===== src/rtl/keyframe_vector_interpolator_macros.svh =====
// ----------------------------------------------------------------------------
// Keyframe vector interpolator assertion macros
// Shared wrappers for the concurrent checks of the interpolator.
// ----------------------------------------------------------------------------
`ifndef KEYFRAME_VECTOR_INTERPOLATOR_MACROS_SVH
`define KEYFRAME_VECTOR_INTERPOLATOR_MACROS_SVH

// check that is switched off while reset is low
`define KVI_ASSERT(lbl, prop, msg) \
  lbl: assert property (@(posedge clk) disable iff (!rst_n) prop) else $error(msg);

// check that also runs across reset
`define KVI_ASSERT_ALWAYS(lbl, prop, msg) \
  lbl: assert property (@(posedge clk) prop) else $error(msg);

`endif


===== src/rtl/kvi_pkg.sv =====
// ----------------------------------------------------------------------------
// Keyframe vector interpolator package
// Sizes, codes, key record and sequencer states shared by the block.
// ----------------------------------------------------------------------------
`default_nettype none

package kvi_pkg;

  localparam int MAX_KEYS   = 64;
  localparam int FRAC_BITS  = 16;
  localparam int IDX_W      = $clog2(MAX_KEYS);
  localparam int CNT_W      = 7;
  localparam int VAL_W      = 32;
  localparam int PROD_W     = VAL_W + 1 + FRAC_BITS + 1;
  localparam int DIV_CNT_W  = $clog2(FRAC_BITS + 1);

  localparam logic OP_LOAD  = 1'b0;
  localparam logic OP_QUERY = 1'b1;

  localparam logic [1:0] ST_INTERP = 2'd0;
  localparam logic [1:0] ST_SINGLE = 2'd1;
  localparam logic [1:0] ST_BEFORE = 2'd2;
  localparam logic [1:0] ST_AFTER  = 2'd3;

  typedef struct packed {
    logic [VAL_W-1:0] tstamp;
    logic [VAL_W-1:0] x;
    logic [VAL_W-1:0] y;
    logic [VAL_W-1:0] z;
  } kvi_key_t;

  typedef enum logic [2:0] {
    S_IDLE,
    S_FETCH,
    S_SCAN,
    S_DIV,
    S_MUL_GO,
    S_MUL_WAIT,
    S_OUT
  } kvi_state_t;

endpackage

`default_nettype wire


===== src/rtl/kvi_mul.sv =====
// ----------------------------------------------------------------------------
// Component blend unit
// start + floor((end - start) * factor / 2^FRAC_BITS), three register stages.
// ----------------------------------------------------------------------------
`default_nettype none

module kvi_mul
  import kvi_pkg::*;
(
  input  wire logic                    clk,
  input  wire logic                    rst_n,
  input  wire logic                    start,
  input  wire logic signed [VAL_W-1:0] a,
  input  wire logic signed [VAL_W-1:0] b,
  input  wire logic [FRAC_BITS-1:0]    factor,
  output logic                         done,
  output logic signed [VAL_W-1:0]      res
);

  logic                      v1_r, v2_r, v3_r;
  logic signed [VAL_W:0]     diff_r;
  logic [FRAC_BITS-1:0]      fac_r;
  logic [VAL_W-1:0]          a1_r, a2_r;
  logic signed [PROD_W-1:0]  prod_r;
  logic [VAL_W-1:0]          res_r;
  logic [PROD_W-1:0]         sum_w;

  // arithmetic shift gives the floor toward minus infinity
  assign sum_w = {{(PROD_W-VAL_W){a2_r[VAL_W-1]}}, a2_r} + (prod_r >>> FRAC_BITS);

  always_ff @(posedge clk) begin
    if (!rst_n) begin
      v1_r <= 1'b0;
      v2_r <= 1'b0;
      v3_r <= 1'b0;
    end else begin
      v1_r <= start;
      v2_r <= v1_r;
      v3_r <= v2_r;
    end
    diff_r <= {b[VAL_W-1], b} - {a[VAL_W-1], a};
    fac_r  <= factor;
    a1_r   <= a;
    prod_r <= diff_r * $signed({1'b0, fac_r});
    a2_r   <= a1_r;
    res_r  <= sum_w[VAL_W-1:0];
  end

  assign done = v3_r;
  assign res  = res_r;

endmodule

`default_nettype wire


===== config.mk =====
export PLATFORM = sky130hd
export DESIGN_NAME = kvi_mul
export DESIGN_NICKNAME = d
export VERILOG_FILES = /design/src/rtl/keyframe_vector_interpolator_macros.svh /design/src/rtl/kvi_pkg.sv /design/src/rtl/kvi_mul.sv
export SDC_FILE = /design/constraint.sdc
export NUM_CORES = 2
export LEC_CHECK = 0
export BUFFER_PORTS_ARGS = -buffer_cell sky130_fd_sc_hd__buf_4
export CORE_UTILIZATION = 35
export CTS_CLUSTER_DIAMETER = 120
export CTS_CLUSTER_SIZE = 40
export DETAILED_ROUTE_END_ITERATION = 10
export PLACE_DENSITY_LB_ADDON = 0.05
export SLEW_MARGIN = 20
export SYNTH_ARGS = -nofsm -noshare
export SYNTH_HDL_FRONTEND = slang
export SYNTH_SLANG_ARGS = --single-unit

===== constraint.sdc =====
create_clock -name clk -period 7.8 [get_ports clk]
set_clock_uncertainty 0.05 [all_clocks]
set_input_delay 0.39 -clock clk [delete_from_list [all_inputs] [get_ports clk]]
set_output_delay 0.39 -clock clk [all_outputs]
set_load 0.01 [all_outputs]

Word-level counts from Yosys, hierarchy flattened
Cells that the tools add are included.
- register bits: 196
- bits of input ports: 83
- output and inout bits: 33
- multipliers: 1
- $add $sub $neg: 2
- operators with widths (kind ; number):
    33-bit by 17-bit multiplier with 48-bit output ; 1
    32-bit by 32-bit subtractor with 33-bit output ; 1
    32-bit adder ; 1

Depth between registers and ports, before layout
- word-level depth: 1
- gate-level depth with buffers: 25

Worst setup path after synthesis
OpenSTA, ideal clock, no wires.
- path kind: reg2reg
- from: reg diff_r[32]
- to: reg prod_r[47]
- slack: 1561 ps
- arrival: 6117 ps
- stages on the path, launching flop included: 22
- period minus slack after synthesis: 6239 ps
- setup time: 72 ps
- cells stage by stage: dfxtp_1 -> clkbuf_1 -> nand2_1 -> fa_1 -> fa_1 -> inv_1 -> fa_1 -> fa_1 -> fa_1 -> inv_1 -> fa_1 -> inv_1 -> ha_1 -> and2_1 -> or2_2 -> a21oi_1 -> and3_1 -> a211oi_2 -> a221o_1 -> a211o_1 -> a21oi_2 -> xnor2_1
- cells in the longest elaborated chain, start to end: 1
- RTL lines (element ; line ; text):
    start: declaration ; kvi_mul.sv:21 ; logic signed [VAL_W:0] diff_r;
    start signal: assignment ; kvi_mul.sv:41 ; diff_r <= {b[VAL_W-1], b} - {a[VAL_W-1], a};
    33-bit by 17-bit multiplier with 48-bit output ; kvi_mul.sv:44 ; prod_r <= diff_r * $signed({1'b0, fac_r});
    end signal: assignment ; kvi_mul.sv:44 ;
    end: declaration ; kvi_mul.sv:24 ; logic signed [PROD_W-1:0] prod_r;
Every way passes these cells.
A chain may end at the register's enable or synchronous reset.

Final worst setup path
- from: reg fac_r[8]
- to: reg prod_r[47]
- cells in the longest elaborated chain, start to end: 1
- RTL lines (element ; line ; text):
    start: declaration ; kvi_mul.sv:22 ; logic [FRAC_BITS-1:0] fac_r;
    start signal: assignment ; kvi_mul.sv:42 ; fac_r <= factor;
    33-bit by 17-bit multiplier with 48-bit output ; kvi_mul.sv:44 ;
Every way passes these cells.

==> key figures <==
Min path
  – Worst min-delay path class: input pin to flip-flop

Critical path
  – Sequence of cells on the critical path: buf_4, buf_4, nand2_1, fa_1, inv_1, fa_1, fa_1, fa_1, fa_1, inv_1, fa_1, inv_1, ha_1, a21o_1, a21o_1, a21oi_1, and3_1, a211oi_2, a221o_1, a211o_1, a21oi_2, xnor2_1
  – R2R depth: 22
  – Critical Path Start: fac_r[8]$_DFF_P_
  – Slowest cell delay on critical path: 0.70 ns
  – Critical path's slowest cell: dfxtp_1
  – Startpoint Class: flip-flop
  – Worst r2r src: fac_r[8]$_DFF_P_
  – CP Capture Type: flip-flop
  – WP depth: 22
  – Crit path max-delay family: adder cells
  – R2R setup slack: 0.66 ns
  – Crit path kind: flip-flop to flip-flop
  – Most common cell type on the critical path: fa_1
  – Reg-to-reg endpoint: prod_r[47]$_DFF_P_
  – Crit path to: prod_r[47]$_DFF_P_
  – CP required: 8.16 ns
  – Crit path arrival time: 7.50 ns
  – Crit Path Max Fanout: 12
  – Crit path buf inv count: 5

Detailed routing
  – Mean routed wirelength per cell: 18.55 um
  – DRC: 0
  – Via/cell ratio: 4.617
  – Post-Route WL: 68.87 mm
  – Detailed-route via count: 17140
  – DR iter-0 viols: 755
  – Final ANT Viol Nets: 0
  – 1st-pass router iterations: 7

Logic synthesis
  – Area of the mapped netlist: 24230 um2
  – Cell count after synthesis: 2611
  – #FFs+latches synth: 180
  – Syn_nets: 3360
  – Synth Warn #: 0
  – Synth area leader: fa_1
  – Ys async rst share: 0%
  – Most frequent cell after synthesis: inv_1
  – Dominant synthesized flop cell: dfxtp_1
  – Dominant cells by area after synthesis: fa_1, dfxtp_1, inv_1
  – Netlist cell types: 62
  – Post-synth EDFFs: 0
  – Register area share after synthesis: 14.87%
  – Top cell type's share of synthesized area: 40.57%
  – Synth cell count leaders: inv_1, fa_1, nand2_1, and2_1, dfxtp_1
  – Mean Syn Cell Area: 9.278 um2

Floorplanning
  – Die Ht: 265.1 um
  – Die Wd: 265.1 um
  – # rows: 96
  – Die area: 70270 um2
  – IO Count: 116
  – Core area: 68590 um2
  – Initial core utilization: 35.32%

STA
  – Transition time of the tightest slew-check pin: 0.8784 ns
  – Max frequency: 0.1400 GHz
  – Max-slew violation count: 0
  – Slew headroom: 41.36%
  – Tcrit/Tclk final: 91.59%
  – Fin crit period: 7.144 ns
  – Setup Viol. Count Final: 0
  – Final Hold Viols: 0
  – RSZ-0062 raised after global routing: false
  – Setup TNS: 0 ns

Clock network
  – Resize count post-CTS: 0
  – CTS tree: done
  – CTS Buf Count: 17
  – Root buffer cell: clkbuf_16
  – CTS H-tree lvls: 4
  – Sink Count: 180
  – Clk buf depth: 2
  – Reg clk slew, reported paths: 0.09 ns
  – Clock Latency Late Sink: 0.49 ns

Finish
  – Layout Area Growth over Synthesis: 13.28%
  – Layout cells sized above 1: 8.094%
  – Fillers: 7000
  – Fin nets: 3516

Global route
  – Largest net degree at the start of global routing: 33
  – First-pass GRT wire length: 110.2 mm
  – Number of antenna violations at the first check in global routing: 2
  – Tot GR Track Use: 20.86%
  – Vias in the first global route: 19120
  – Grt total ovfl: 0

Run status
  – Status: complete, no violations

Run
  – MaxCap Viol Count: 0

Placed design
  – IO Port Bufs: 115
  – DP HPWL: 57.54 mm
  – Gpl congestion: 0.8318
[flip-flops by register name (all words and copies together), names as in the netlist]
register and flops:
v1_r 1, a1_r 32, v2_r 1, done 1, diff_r 33, fac_r 16, prod_r 32, res 32
a2_r 32
[metal layers]
layer	part of all wire, %	vias up	GRT usage [%]
met5	0	-	0
met2	50	276	36.45
li1	-	8035	-
met4	1.1	0	3.999
met3	3.3	42	2.805
met1	45	8784	27.64
[worst min-delay path by stage]
stage                          start          endpoint  depth (start not counted)
global route                   start   v1_r$_SDFF_PN0_                          2
detailed placement  a1_r[19]$_DFF_P_  a2_r[19]$_DFF_P_                          0
global placement    a1_r[19]$_DFF_P_  a2_r[19]$_DFF_P_                          0
CTS                            start   v1_r$_SDFF_PN0_                          2
finish                         start   v1_r$_SDFF_PN0_                          2
floorplan            a1_r[0]$_DFF_P_   a2_r[0]$_DFF_P_                          0
[cell families (layout without fill, tap and decap cells)]
kind of cell / count (synthesis) / after routing / synth area share, %
multiplexers: 2 / 2 / 0.08264
AND/OR/NAND/NOR: 709 / 709 / 14.37
XOR/XNOR: 100 / 100 / 3.615
adder cells (fa/ha/maj): 666 / 666 / 49.61
AO/OA/AOI/OAI: 227 / 227 / 6.182
other: 0 / 1 / 0
buffers and inverters: 727 / 896 / 11.26
flip-flops: 180 / 180 / 14.87
[area by class of cell]
type | instances | area (um2) | area share [%]
repair buffers | 221 | 1779 | 6.483
diodes | 1 | 2.502 | 0.009119
clock buffers | 18 | 429.2 | 1.564
multi-input cells | 1704 | 17890 | 65.20
clock inverters | 14 | 151.4 | 0.5517
flip-flops and latches | 180 | 3608 | 13.15
well taps | 931 | 1165 | 4.245
inverters | 643 | 2414 | 8.795
[stage by stage]
step | util (%) | instance area [um2] | std cells | setup slack [ns] | hold slack [ns]
after floorplan | - | 24230 | 2611 | 1.561 | 0.2596
after global placement | 38.46 | 26380 | 3631 | 0.7389 | 0.2603
after detailed placement | 38.46 | 26380 | 3631 | 0.7097 | 0.2621
after CTS | 40.01 | 27440 | 3711 | 0.6505 | 0.01730
after global routing | 40.01 | 27440 | 3711 | 0.3456 | 0.01900
final | 40.01 | 27440 | 3712 | 0.6562 | 0.05327
[repair_timing]
item | CTS | global route
hold endpoints to repair | 48 | 0
hold buffers | 48 | 0
buffers inserted | 0 | 0
[cells in the final DEF (no fill, tap or decap), types with 5 or more instances in the layout]
cell	n
nor3_1	16
nand2b_1	12
a21o_1	27
nor2_1	53
o21ai_0	39
a31oi_1	7
nand3_1	16
a211oi_2	5
o21bai_1	9
clkbuf_16	17
nor2b_1	13
and4_1	7
dfxtp_1	176
o21a_1	11
inv_6	7
nand2_1	324
and2_1	242
dlygate4sd3_1	48
fa_1	491
xor2_1	29
a21oi_1	80
ha_1	175
a21boi_0	5
and3_1	8
xnor2_1	71
inv_1	643
nand4_1	9
buf_4	173
Power is not shown: default switching activity piles up to over one toggle a cycle in this logic, so the estimate is an artifact.
