==> src/rtl/keyframe_vector_interpolator_macros.svh <==
// ----------------------------------------------------------------------------
// Keyframe vector interpolator assertion macros
// Shared wrappers for the concurrent checks of the interpolator.
// ----------------------------------------------------------------------------
`ifndef KEYFRAME_VECTOR_INTERPOLATOR_MACROS_SVH
`define KEYFRAME_VECTOR_INTERPOLATOR_MACROS_SVH

// check that is switched off while reset is low
`define KVI_ASSERT(lbl, prop, msg) \
  lbl: assert property (@(posedge clk) disable iff (!rst_n) prop) else $error(msg);

// check that also runs across reset
`define KVI_ASSERT_ALWAYS(lbl, prop, msg) \
  lbl: assert property (@(posedge clk) prop) else $error(msg);

`endif

==> src/rtl/kvi_pkg.sv <==
// ----------------------------------------------------------------------------
// Keyframe vector interpolator package
// Sizes, codes, key record and sequencer states shared by the block.
// ----------------------------------------------------------------------------
`default_nettype none

package kvi_pkg;

  localparam int MAX_KEYS   = 64;
  localparam int FRAC_BITS  = 16;
  localparam int IDX_W      = $clog2(MAX_KEYS);
  localparam int CNT_W      = 7;
  localparam int VAL_W      = 32;
  localparam int PROD_W     = VAL_W + 1 + FRAC_BITS + 1;
  localparam int DIV_CNT_W  = $clog2(FRAC_BITS + 1);

  localparam logic OP_LOAD  = 1'b0;
  localparam logic OP_QUERY = 1'b1;

  localparam logic [1:0] ST_INTERP = 2'd0;
  localparam logic [1:0] ST_SINGLE = 2'd1;
  localparam logic [1:0] ST_BEFORE = 2'd2;
  localparam logic [1:0] ST_AFTER  = 2'd3;

  typedef struct packed {
    logic [VAL_W-1:0] tstamp;
    logic [VAL_W-1:0] x;
    logic [VAL_W-1:0] y;
    logic [VAL_W-1:0] z;
  } kvi_key_t;

  typedef enum logic [2:0] {
    S_IDLE,
    S_FETCH,
    S_SCAN,
    S_DIV,
    S_MUL_GO,
    S_MUL_WAIT,
    S_OUT
  } kvi_state_t;

endpackage

`default_nettype wire

==> src/rtl/kvi_div.sv <==
// ----------------------------------------------------------------------------
// Interpolation factor divider
// Restoring divider, one quotient bit per cycle: (num << FRAC_BITS) / den.
// ----------------------------------------------------------------------------
`default_nettype none

module kvi_div
  import kvi_pkg::*;
(
  input  wire logic                 clk,
  input  wire logic                 rst_n,
  input  wire logic                 start,
  input  wire logic [VAL_W-1:0]     num,
  input  wire logic [VAL_W-1:0]     den,
  output logic                      done,
  output logic [FRAC_BITS-1:0]      quo
);

  logic                  busy_r, busy_nxt;
  logic                  done_r, done_nxt;
  logic [DIV_CNT_W-1:0]  cnt_r, cnt_nxt;
  logic [VAL_W-1:0]      rem_r, rem_nxt;
  logic [VAL_W-1:0]      den_r, den_nxt;
  logic [FRAC_BITS-1:0]  quo_r, quo_nxt;
  logic [VAL_W:0]        rem_shl;
  logic [VAL_W:0]        rem_sub;

  // num is below den, so the partial remainder always fits in VAL_W bits
  assign rem_shl = {rem_r, 1'b0};
  assign rem_sub = rem_shl - {1'b0, den_r};

  always_comb begin
    busy_nxt = busy_r;
    done_nxt = 1'b0;
    cnt_nxt  = cnt_r;
    rem_nxt  = rem_r;
    den_nxt  = den_r;
    quo_nxt  = quo_r;
    if (start) begin
      busy_nxt = 1'b1;
      cnt_nxt  = DIV_CNT_W'(FRAC_BITS);
      rem_nxt  = num;
      den_nxt  = den;
    end else if (busy_r) begin
      if (!rem_sub[VAL_W]) begin
        rem_nxt = rem_sub[VAL_W-1:0];
        quo_nxt = {quo_r[FRAC_BITS-2:0], 1'b1};
      end else begin
        rem_nxt = rem_shl[VAL_W-1:0];
        quo_nxt = {quo_r[FRAC_BITS-2:0], 1'b0};
      end
      cnt_nxt = cnt_r - DIV_CNT_W'(1);
      if (cnt_r == DIV_CNT_W'(1)) begin
        busy_nxt = 1'b0;
        done_nxt = 1'b1;
      end
    end
  end

  always_ff @(posedge clk) begin
    if (!rst_n) begin
      busy_r <= 1'b0;
      done_r <= 1'b0;
    end else begin
      busy_r <= busy_nxt;
      done_r <= done_nxt;
    end
    cnt_r <= cnt_nxt;
    rem_r <= rem_nxt;
    den_r <= den_nxt;
    quo_r <= quo_nxt;
  end

  assign done = done_r;
  assign quo  = quo_r;

endmodule

`default_nettype wire

==> config.mk <==
export PLATFORM = sky130hd
export DESIGN_NAME = kvi_div
export DESIGN_NICKNAME = d
export VERILOG_FILES = /design/src/rtl/keyframe_vector_interpolator_macros.svh /design/src/rtl/kvi_pkg.sv /design/src/rtl/kvi_div.sv
export SDC_FILE = /design/constraint.sdc
export NUM_CORES = 1
export LEC_CHECK = 0
export ABC_AREA = 1
export BUFFER_PORTS_ARGS = -buffer_cell sky130_fd_sc_hd__clkbuf_2
export CAP_MARGIN = 15
export CORE_ASPECT_RATIO = 2
export CORE_MARGIN = 4
export CORE_UTILIZATION = 60
export CTS_CLUSTER_DIAMETER = 120
export DETAILED_ROUTE_END_ITERATION = 10
export PLACE_DENSITY = 0.82
export SYNTH_ARGS = -nofsm -noshare
export SYNTH_HDL_FRONTEND = slang
export SYNTH_SLANG_ARGS = --single-unit
==> constraint.sdc <==
create_clock -name clk -period 4.1 [get_ports clk]
set_input_delay 0.41 -clock clk [delete_from_list [all_inputs] [get_ports clk]]
set_output_delay 0.41 -clock clk [all_outputs]
set_load 0.02 [all_outputs]
Yosys cells after proc, flatten, opt, wreduce, memory -nomap -nowiden

Index checks and enable logic that the tools add are counted.

Equality and inequality tests: 1
Reductions and logical operators: 3
Bitwise gates (word level): 3
Add/subtract/negate cells: 2
Muxes and demuxes: 8

Operator list:

| operator                                                               | number |
|---|---|
| 32-bit two-way mux                                                     | 3 |
| 33-bit by 32-bit subtractor with 33-bit output                         | 1 |
| 5-bit by 1-bit equality test with 1-bit output (second input constant) | 1 |
| 1-bit two-way mux                                                      | 5 |
| 5-bit by 1-bit subtractor with 5-bit output (second input constant)    | 1 |
| 1-bit inverter                                                         | 3 |
| 3-bit OR reduction                                                     | 1 |
| 2-bit AND reduction                                                    | 1 |
| 2-bit nonzero test                                                     | 1 |

Word-level logic and storage cells: 23
Bits in registers: 87
Output and inout bits: 17
Bits of input ports: 67

Depth between registers and ports, before layout

Gate-level depths: netlist of the first run.

Depth after elaboration: 4
Depth in mapped cells: 16
Mapped depth without buffers: 15

Worst setup path after synthesis of the first run

OpenSTA, ideal clock, no wires.

Kind: register to register
From: reg rem_r[0]
To: reg rem_r[23], data pin
Path slack: 1.915 ns
Path buffers: 1
Arrival time: 1.932 ns
Required time: 3.847 ns
Library setup time: 0.253 ns
Cell stages (with the launch flop): 15
Clock period less this slack: 2.185 ns
Cells stage by stage: edfxtp_1 -> fa_1 -> nand2_1 -> nand2_1 -> nand3_2 -> nand2_2 -> nand2_4 -> nand2_4 -> nand2_4 -> nand3_4 -> nand2_8 -> buf_12 -> nand2_2 -> nand3_1 -> nand2_1

Word-level cells in the longest chain between the ends: 4

RTL lines:

| element                                        | RTL line      | RTL |
|---|---|---|
| from (decl)                                    | kvi_div.sv:22 | `logic [VAL_W-1:0] rem_r, rem_nxt;` |
| from (signal assigned)                         | kvi_div.sv:69 | `rem_r <= rem_nxt;` |
| 33-bit by 32-bit subtractor with 33-bit output | kvi_div.sv:30 | `assign rem_sub = rem_shl - {1'b0, den_r};` |
| 32-bit two-way mux                             | kvi_div.sv:45 | `if (!rem_sub[VAL_W]) begin` |
| 32-bit two-way mux                             | kvi_div.sv:44 | `end else if (busy_r) begin` |
| 32-bit two-way mux                             | kvi_div.sv:39 | `if (start) begin` |
| net rem_nxt[23]                                | kvi_div.sv:22 |  |

The timed path passes the listed nets, and every way through them passes these cells. The select of a mux whose other input is x is not followed.
A chain may end at the register's enable or synchronous reset.

Worst setup path after layout of the first run

From: reg rem_r[10]
To: reg rem_r[30], data pin

Same word-level chain as after synthesis.

==> results of run 1 <==
[how the worst max path moves through the flow]
stage	end	startpoint	cells after the start
floorplan	rem_r[23]$_DFFE_PP_	rem_r[0]$_DFFE_PP_	14
global placement	rem_r[30]$_DFFE_PP_	rem_r[9]$_DFFE_PP_	14
detailed placement	rem_r[1]$_DFFE_PP_	rem_r[0]$_DFFE_PP_	13
CTS	rem_r[14]$_DFFE_PP_	rem_r[0]$_DFFE_PP_	13
global route	rem_r[14]$_DFFE_PP_	rem_r[0]$_DFFE_PP_	13
finish	rem_r[30]$_DFFE_PP_	rem_r[10]$_DFFE_PP_	14
[state kept, by name, summed over array words and instances (netlist names)]
signal,count
busy_r,1
den_r,32
rem_r,32
quo,16
cnt_r,5
done,1
[cell type report]
class | instances | area [sq um] | share of cell area [%]
multi-input combinational | 612 | 3150 | 42.9
sequential | 87 | 2540 | 34.6
inverter | 193 | 724 | 9.87
timing repair buffer | 87 | 445 | 6.07
clock buffer | 9 | 225 | 3.07
tap | 137 | 171 | 2.34
clock inverter | 7 | 78.8 | 1.07
[cells in the mapped netlist, types with 2 or more instances]
library cell	number
nor3_1	8
buf_2	2
nand3b_1	11
inv_1	188
edfxtp_1	80
buf_4	4
nand4_1	8
nand2_1	330
nor2_1	45
a21oi_4	2
clkbuf_1	5
o21bai_1	5
o21ai_0	2
nand3_2	8
inv_2	4
dfxtp_1	7
and3_1	2
nand3_1	79
nand2_2	25
buf_12	2
nand2_4	6
ha_1	33
a21oi_1	22
nand2_8	2
xnor2_1	9
and2_1	4
[power by group through the flow]
stage / clock [W] / sequential [W] / combinational (W)
floorplan: 0 / 0.00119 / 0.00134
global placement: 0 / 0.00119 / 0.00174
detailed placement: 0 / 0.00120 / 0.00175
CTS: 0.000863 / 0.00118 / 0.00177
global route: 0.000900 / 0.00119 / 0.00198
finish: 0.000849 / 0.00118 / 0.00177
[metal layers]
metal | share of wire, % | global-route usage (%) | vias up
li1 | - | - | 2980
met1 | 35 | 28.9 | 2590
met2 | 57 | 54.6 | 161
met3 | 3.5 | 3.88 | 54
met4 | 5.1 | 14.9 | 0
met5 | 0 | 0 | -
[stage by stage]
stage	total power [W]	hold WS, ns	setup WS, ns	instances
detailed placement	0.00295	0.439	1.37	1116
global placement	0.00293	0.426	1.45	1116
CTS	0.00381	0.232	1.36	1132
finish	0.00379	0.233	1.37	1132
global route	0.00406	0.227	1.18	1132
floorplan	0.00253	0.428	1.91	905
[kinds of logic after synthesis]
logic type / synth area share (%)
buffers and inverters: 12.6
adder cells (fa/ha/maj): 6.64
XOR/XNOR: 1.21
AO/OA/AOI/OAI: 3.46
flip-flops: 39.0
AND/OR/NAND/NOR: 37.1
==> metrics, run 1 <==
status=complete, no violations; Hold Crit Depth=1; Clock power frac=22.4%; Layout Skew=0.0121 ns; flop2flop setup slack=1.37 ns; Util after Layout=69.6%; Avg Synthesized Cell Area=7.20 sq um; final cycle utilization of the critical path=66.7%; fraction of layout cells with a size suffix above 1=15.5%; max-slew violations=0; startpoint types=register; Worst R2R Path Depth=14; required time worst endpoint=4.20 ns; CTS HTree Levels=3; io pins=84; vias in the first global route=5820; crit end category=register; Netlist cell types=38; chip height=155 um; total routed wirelength=17.3 mm; initial antenna violation count=0; commonest non-fill, non-tap cells in the layout=nand2_1 (330), inv_1 (188), clkbuf_2 (83), edfxtp_1 (80), nand3_1 (79); Max-slew headroom=49.1%; min Tclk post-route=2.73 ns; total global-route track usage=28.7%; Internal=0.00218 W; Worst-Margin Slew=0.763 ns; Post-route DRC=0; Switching Share=42.5%; clock latency on the worst-skew pair=0.35 ns; Arr. time, crit path=2.83 ns; worst r2r dst=rem_r[30]$_DFFE_PP_; Net Switching=0.00161 W; crit-path max cell delay=0.48 ns; CTS tree=done; most common cell after layout, fill and taps aside=nand2_1; cell taking the most area after synthesis=edfxtp_1; Post-CTS Resized=0; Die Width=81.7 um; Routed Antenna Nets=0; Hold Startpoint=den[8]; register share of total power=31.1%; Post-CTS Setup Repair Bufs=0; RSZ-0062 raised after global routing=false; CP top delay family=simple AND/OR/NAND/NOR gates; CTS Hold Buffers Added=0; first-pass GRT wire length=27.4 mm; # nets final=1091; final hold vios=0; leakage=4.02 nW; Worst-path clk slew=0.07 ns; number of synthesized flops with an enable pin=80; YS warnings=0; Post-synth top flop=edfxtp_1; Setup CP Type=reg -> reg; Setup violations, final=0; row count=53; f_max=366 MHz; CTS Buf Count=9; clock tree buffer depth=2; fillers=944; Syn Inst Count=905; CP bufs+invs=1; die area=12700 sq um; Seq/Total Area, Yosys=39.0%; DR vias/cell=5.11; Initial Utilization=61.8%; area of placed instances=7040 sq um; Combinational Power Share=46.5%; worst-case vdd ir drop=0.000320 V; total gr overflow=0; syn_nets=1006; First DRT Iteration DRCs=252; FFs w/ async S/R, synth=0%; Synth area leaders=edfxtp_1 (37%), nand2_1 (19%), inv_1 (11%), ha_1 (6.3%), nand3_1 (6.1%); post-route cell area=7340 sq um; Syn Std Cell Area=6520 sq um; CP max stage cell=nor3_1; P&R area growth vs syn=12.6%; crit-path most repeated cell=nand2_1; IO buf count=83; wire length per cell=15.3 um; worst min path class=in -> reg; DR pass1 iterations=5; detailed placement HPWL=13.9 mm; Max Cap Viol=0; hold path endpoint=den_r[8]$_DFFE_PP_; CORE AREA=10500 sq um; FF+latch count, synth=87; via count=5785; Worst Path Max Fanout=5; Final TNS setup=0 ns; ANT cells=0; CTS Root Cell=clkbuf_16; largest net degree at the start of global routing=69; Synth top area share=36.9%; Pwr per Cell Area=517 nW/um^2; FF-to-FF Start=rem_r[10]$_DFFE_PP_; crit-path cells=ha_1 -> nand2_2 -> inv_2 -> nand2_1 -> nor3_1 -> nand2_1 -> nand2_1 -> nand2_1 -> nand2_1 -> nand2_1 -> nand2_1 -> nand2_2 -> nand3_2 -> nand2_1; Final GP Congestion=0.941; CTS sink cnt=87
Note: power is estimated with default switching activity, not from simulation.
==> run 2: changes to the inputs <==
--- a/config.mk
+++ b/config.mk
@@ -5,15 +5,15 @@
 export SDC_FILE = /design/constraint.sdc
 export NUM_CORES = 1
 export LEC_CHECK = 0
-export ABC_AREA = 1
+export ABC_AREA = 0
 export BUFFER_PORTS_ARGS = -buffer_cell sky130_fd_sc_hd__clkbuf_2
 export CAP_MARGIN = 15
 export CORE_ASPECT_RATIO = 2
 export CORE_MARGIN = 4
-export CORE_UTILIZATION = 60
+export CORE_UTILIZATION = 57
 export CTS_CLUSTER_DIAMETER = 120
 export DETAILED_ROUTE_END_ITERATION = 10
-export PLACE_DENSITY = 0.82
+export PLACE_DENSITY = 0.8
 export SYNTH_ARGS = -nofsm -noshare
 export SYNTH_HDL_FRONTEND = slang
 export SYNTH_SLANG_ARGS = --single-unit
==> constraint.sdc (replaced) <==
create_clock -name clk -period 2.6 [get_ports clk]
set_input_delay 0.26 -clock clk [delete_from_list [all_inputs] [get_ports clk]]
set_output_delay 0.26 -clock clk [all_outputs]
set_load 0.02 [all_outputs]
==> metrics, run 2 <==
fraction of layout cells with a size suffix above 1=38.5% (was 15.5%); Compound-Gate Fraction of Synth Area=15.6% (was 3.46%); required time worst endpoint=2.67 ns (was 4.20 ns); Worst Path Max Fanout=14 (was 5); Layout Skew=0.0106 ns (was 0.0121 ns); FF+latch count, synth=87 (unchanged); Max-slew headroom=65.5% (was 49.1%); worst-case vdd ir drop=0.000801 V (was 0.000320 V); clock tree buffer depth=2 (unchanged); YS warnings=0 (unchanged); first-pass GRT wire length=22.5 mm (was 27.4 mm); total routed wirelength=14.8 mm (was 17.3 mm); Place WS=-0.648 ns (was 1.37 ns); post-synthesis xor/xnor area fraction=5.53% (was 1.21%); CP max stage cell=edfxtp_1 (was nor3_1); Cells after DPL=776 (was 1116); initial antenna violation count=0 (unchanged); # nets final=805 (was 1091); Initial Utilization=58.2% (was 61.8%); CTS HTree Levels=3 (unchanged); most common cell after layout, fill and taps aside=buf_4 (was nand2_1); min Tclk post-route=3.15 ns (was 2.73 ns); Final GP Congestion=0.973 (was 0.941); GR Layer Usage met3=5.39% (was 3.88%); Max Cap Viol=0 (unchanged); Setup WS post-layout=-0.549 ns (was 1.37 ns); total gr overflow=0 (unchanged); crit-path cells=fa_2 -> a21o_1 -> nand4_1 -> nand2_2 -> a311oi_4 -> or2_4 -> o31ai_4 -> xor2_4 -> buf_6 -> buf_8 -> mux2i_1 -> o21ai_0 (was ha_1 -> nand2_2 -> inv_2 -> nand2_1 -> nor3_1 -> nand2_1 -> nand2_1 -> nand2_1 -> nand2_1 -> nand2_1 -> nand2_1 -> nand2_2 -> nand3_2 -> nand2_1); DR vias/cell=5.93 (was 5.11); Arr. time, crit path=3.22 ns (was 2.83 ns); crit end category=register (unchanged); commonest non-fill, non-tap cells in the layout=buf_4 (124), clkbuf_2 (82), edfxtp_1 (80), nand2_1 (49), inv_1 (39) (was nand2_1 (330), inv_1 (188), clkbuf_2 (83), edfxtp_1 (80), nand3_1 (79)); violated checks=negative setup slack; grt met1 use=27.0% (was 28.9%); startpoint types=register (unchanged); Final Non-Filler Cells=811 (was 1132); most common cell in the netlist=edfxtp_1 (was nand2_1); io pins=84 (unchanged); Setup CP Type=reg -> reg (unchanged); syn_nets=601 (was 1006); Seq/Total Area, Yosys=48.5% (was 39.0%); First DRT Iteration DRCs=341 (was 252); wire length per cell=18.3 um (was 15.3 um); Synth top area share=45.8% (was 36.9%); total global-route track usage=27.6% (was 28.7%); Post-synth top flop=edfxtp_1 (unchanged); Die Width=75.8 um (was 81.7 um); DR pass1 iterations=5 (unchanged); Pwr per Cell Area=1110 nW/um^2 (was 517 nW/um^2); post-synthesis mux area share=5.25% (was 0%); Setup violations, final=33 (was 0); final cycle utilization of the critical path=121% (was 66.7%); detailed placement HPWL=10.4 mm (was 13.9 mm); IO buf count=83 (unchanged); Post-route DRC=0 (unchanged); total power=0.00805 W (was 0.00379 W); cell taking the most area after synthesis=edfxtp_1 (unchanged); largest net degree at the start of global routing=39 (was 69); f_max=318 MHz (was 366 MHz); simple-gate share of the synthesized area=12.4% (was 37.1%); global route hottest layer=met2 (unchanged); status=finished, violations left (was complete, no violations); CTS Buf Count=9 (unchanged); Avg Synthesized Cell Area=10.5 sq um (was 7.20 sq um); post-synthesis adder-cell area fraction=8.25% (was 6.64%); main combinational cell family by area after synthesis=compound AO/OA/AOI/OAI gates (was simple AND/OR/NAND/NOR gates); RSZ-0062 raised after global routing=true (was false); FFs w/ async S/R, synth=0% (unchanged); CTS sink cnt=87 (unchanged); leakage=3.24 nW (was 4.02 nW); Synth area leaders=edfxtp_1 (46%), ha_1 (7.9%), mux2i_1 (4.4%), o21ai_0 (3.8%), nand2_1 (3.6%) (was edfxtp_1 (37%), nand2_1 (19%), inv_1 (11%), ha_1 (6.3%), nand3_1 (6.1%)); max-slew violations=0 (unchanged); chip height=144 um (was 155 um); CORE AREA=9010 sq um (was 10500 sq um); Routed Antenna Nets=0 (unchanged); Synth top cells by count=edfxtp_1 (80), nand2_1 (50), inv_1 (41) (was nand2_1 (330), inv_1 (188), edfxtp_1 (80)); Worst-path clk slew=0.07 ns (about the same); via count=4809 (was 5785); vias in the first global route=4952 (was 5820); Syn Inst Count=500 (was 905); clock latency on the worst-skew pair=0.35 ns (about the same); Netlist cell types=57 (was 38); final hold vios=0 (unchanged); P&R area growth vs syn=38.0% (was 12.6%); crit-path max cell delay=0.45 ns (was 0.48 ns); Worst-Margin Slew=0.518 ns (was 0.763 ns); ANT cells=0 (unchanged); CTS Root Cell=clkbuf_16 (unchanged); Syn Std Cell Area=5250 sq um (was 6520 sq um); CTS tree=done (unchanged); met2 track demand over resource=49.9% (was 54.6%); die area=10900 sq um (was 12700 sq um); number of synthesized flops with an enable pin=80 (unchanged); row count=49 (was 53); worst min path class=in -> reg (unchanged)
-- run 2: cell count changes after synthesis, moves of 20 or more --
cell,before,now
o21ai_0,2,40
nand2_2,25,0
inv_1,188,41
nor2_1,45,25
nand3_1,79,7
mux2i_1,0,23
nand2_1,330,50
-- run 2: where the power goes --
| group | total, W | leakage (nW) | internal (W) | switching (W) |
|---|---|---|---|---|
| Combinational | 0.00468 | 2.25 | 0.00238 | 0.00230 |
| Clock | 0.00130 | 0.145 | 0.000752 | 0.000550 |
| Sequential | 0.00207 | 0.847 | 0.00188 | 0.000187 |
| Total | 0.00805 | 3.24 | 0.00501 | 0.00304 |
-- run 2: final timing paths --
check	from	to	slack, ns	depth (start not counted)
max	rem_r[0]$_DFFE_PP_	rem_r[3]$_DFFE_PP_	-0.55	12
min	den[7]	den_r[7]$_DFFE_PP_	0.08	1
max reg2reg	rem_r[0]$_DFFE_PP_	rem_r[3]$_DFFE_PP_	-0.55	12
min reg2reg	quo[8]$_DFFE_PP_	quo[9]$_DFFE_PP_	0.45	0
-- run 2: area by class of cell --
class / count / area (sq um)
multi-input cells: 355 / 2730
flip-flops and latches: 87 / 2540
fillers: 526 / 1770
repair buffers: 210 / 1390
clock buffers: 10 / 229
inverters: 41 / 154
well taps: 102 / 128
clock inverters: 6 / 68.8
-- run 2: stage by stage --
step / util [%] / area [sq um] / hold WS (ns) / setup TNS, ns
3_3_place_gp: 73.5 / 6620 / 0.437 / -12.59
2_1_floorplan: - / 5350 / 0.359 / -6.53
6_report: 80.3 / 7240 / 0.0815 / -13.96
3_5_place_dp: 73.5 / 6620 / 0.439 / -16.40
4_1_cts: 78.9 / 7110 / 0.0794 / -11.35
5_1_grt: 80.3 / 7240 / 0.0769 / -17.20
-- run 2: layer usage --
| metal | part of all wire, % | vias to the layer above | wire, um |
|---|---|---|---|
| met5 | 0 | - | 0 |
| met4 | 6.8 | 0 | 1000 |
| met3 | 5.0 | 83 | 736 |
| met2 | 54 | 201 | 8070 |
| met1 | 34 | 2287 | 5030 |
| li1 | - | 2238 | - |
-- run 2: critical path, delay by kind of cell (launching register included) --
kind / cells / cell delay, ns
AO/OA/AOI/OAI: 4 / 0.74
flip-flops: 1 / 0.45
AND/OR/NAND/NOR: 3 / 0.44
adder cells (fa/ha/maj): 1 / 0.42
buffers and inverters: 2 / 0.35
multiplexers: 1 / 0.23
XOR/XNOR: 1 / 0.21
-- run 2: logic make-up after synthesis --
| kind of cell | after synthesis |
|---|---|
| AND/OR/NAND/NOR | 132 |
| AO/OA/AOI/OAI | 131 |
| flip-flops | 87 |
| buffers and inverters | 58 |
| adder cells (fa/ha/maj) | 34 |
| XOR/XNOR | 31 |
| multiplexers | 27 |
-- run 2: repair_timing --
action | 4_1_cts | 5_1_grt
gates resized for setup | 18 | 27
hold buffers | 0 | 0
buffers inserted | 14 | 6
pin swaps | 13 | 22
endpoints found under the setup margin | 33 | 33
endpoints found under the hold margin | 0 | 0
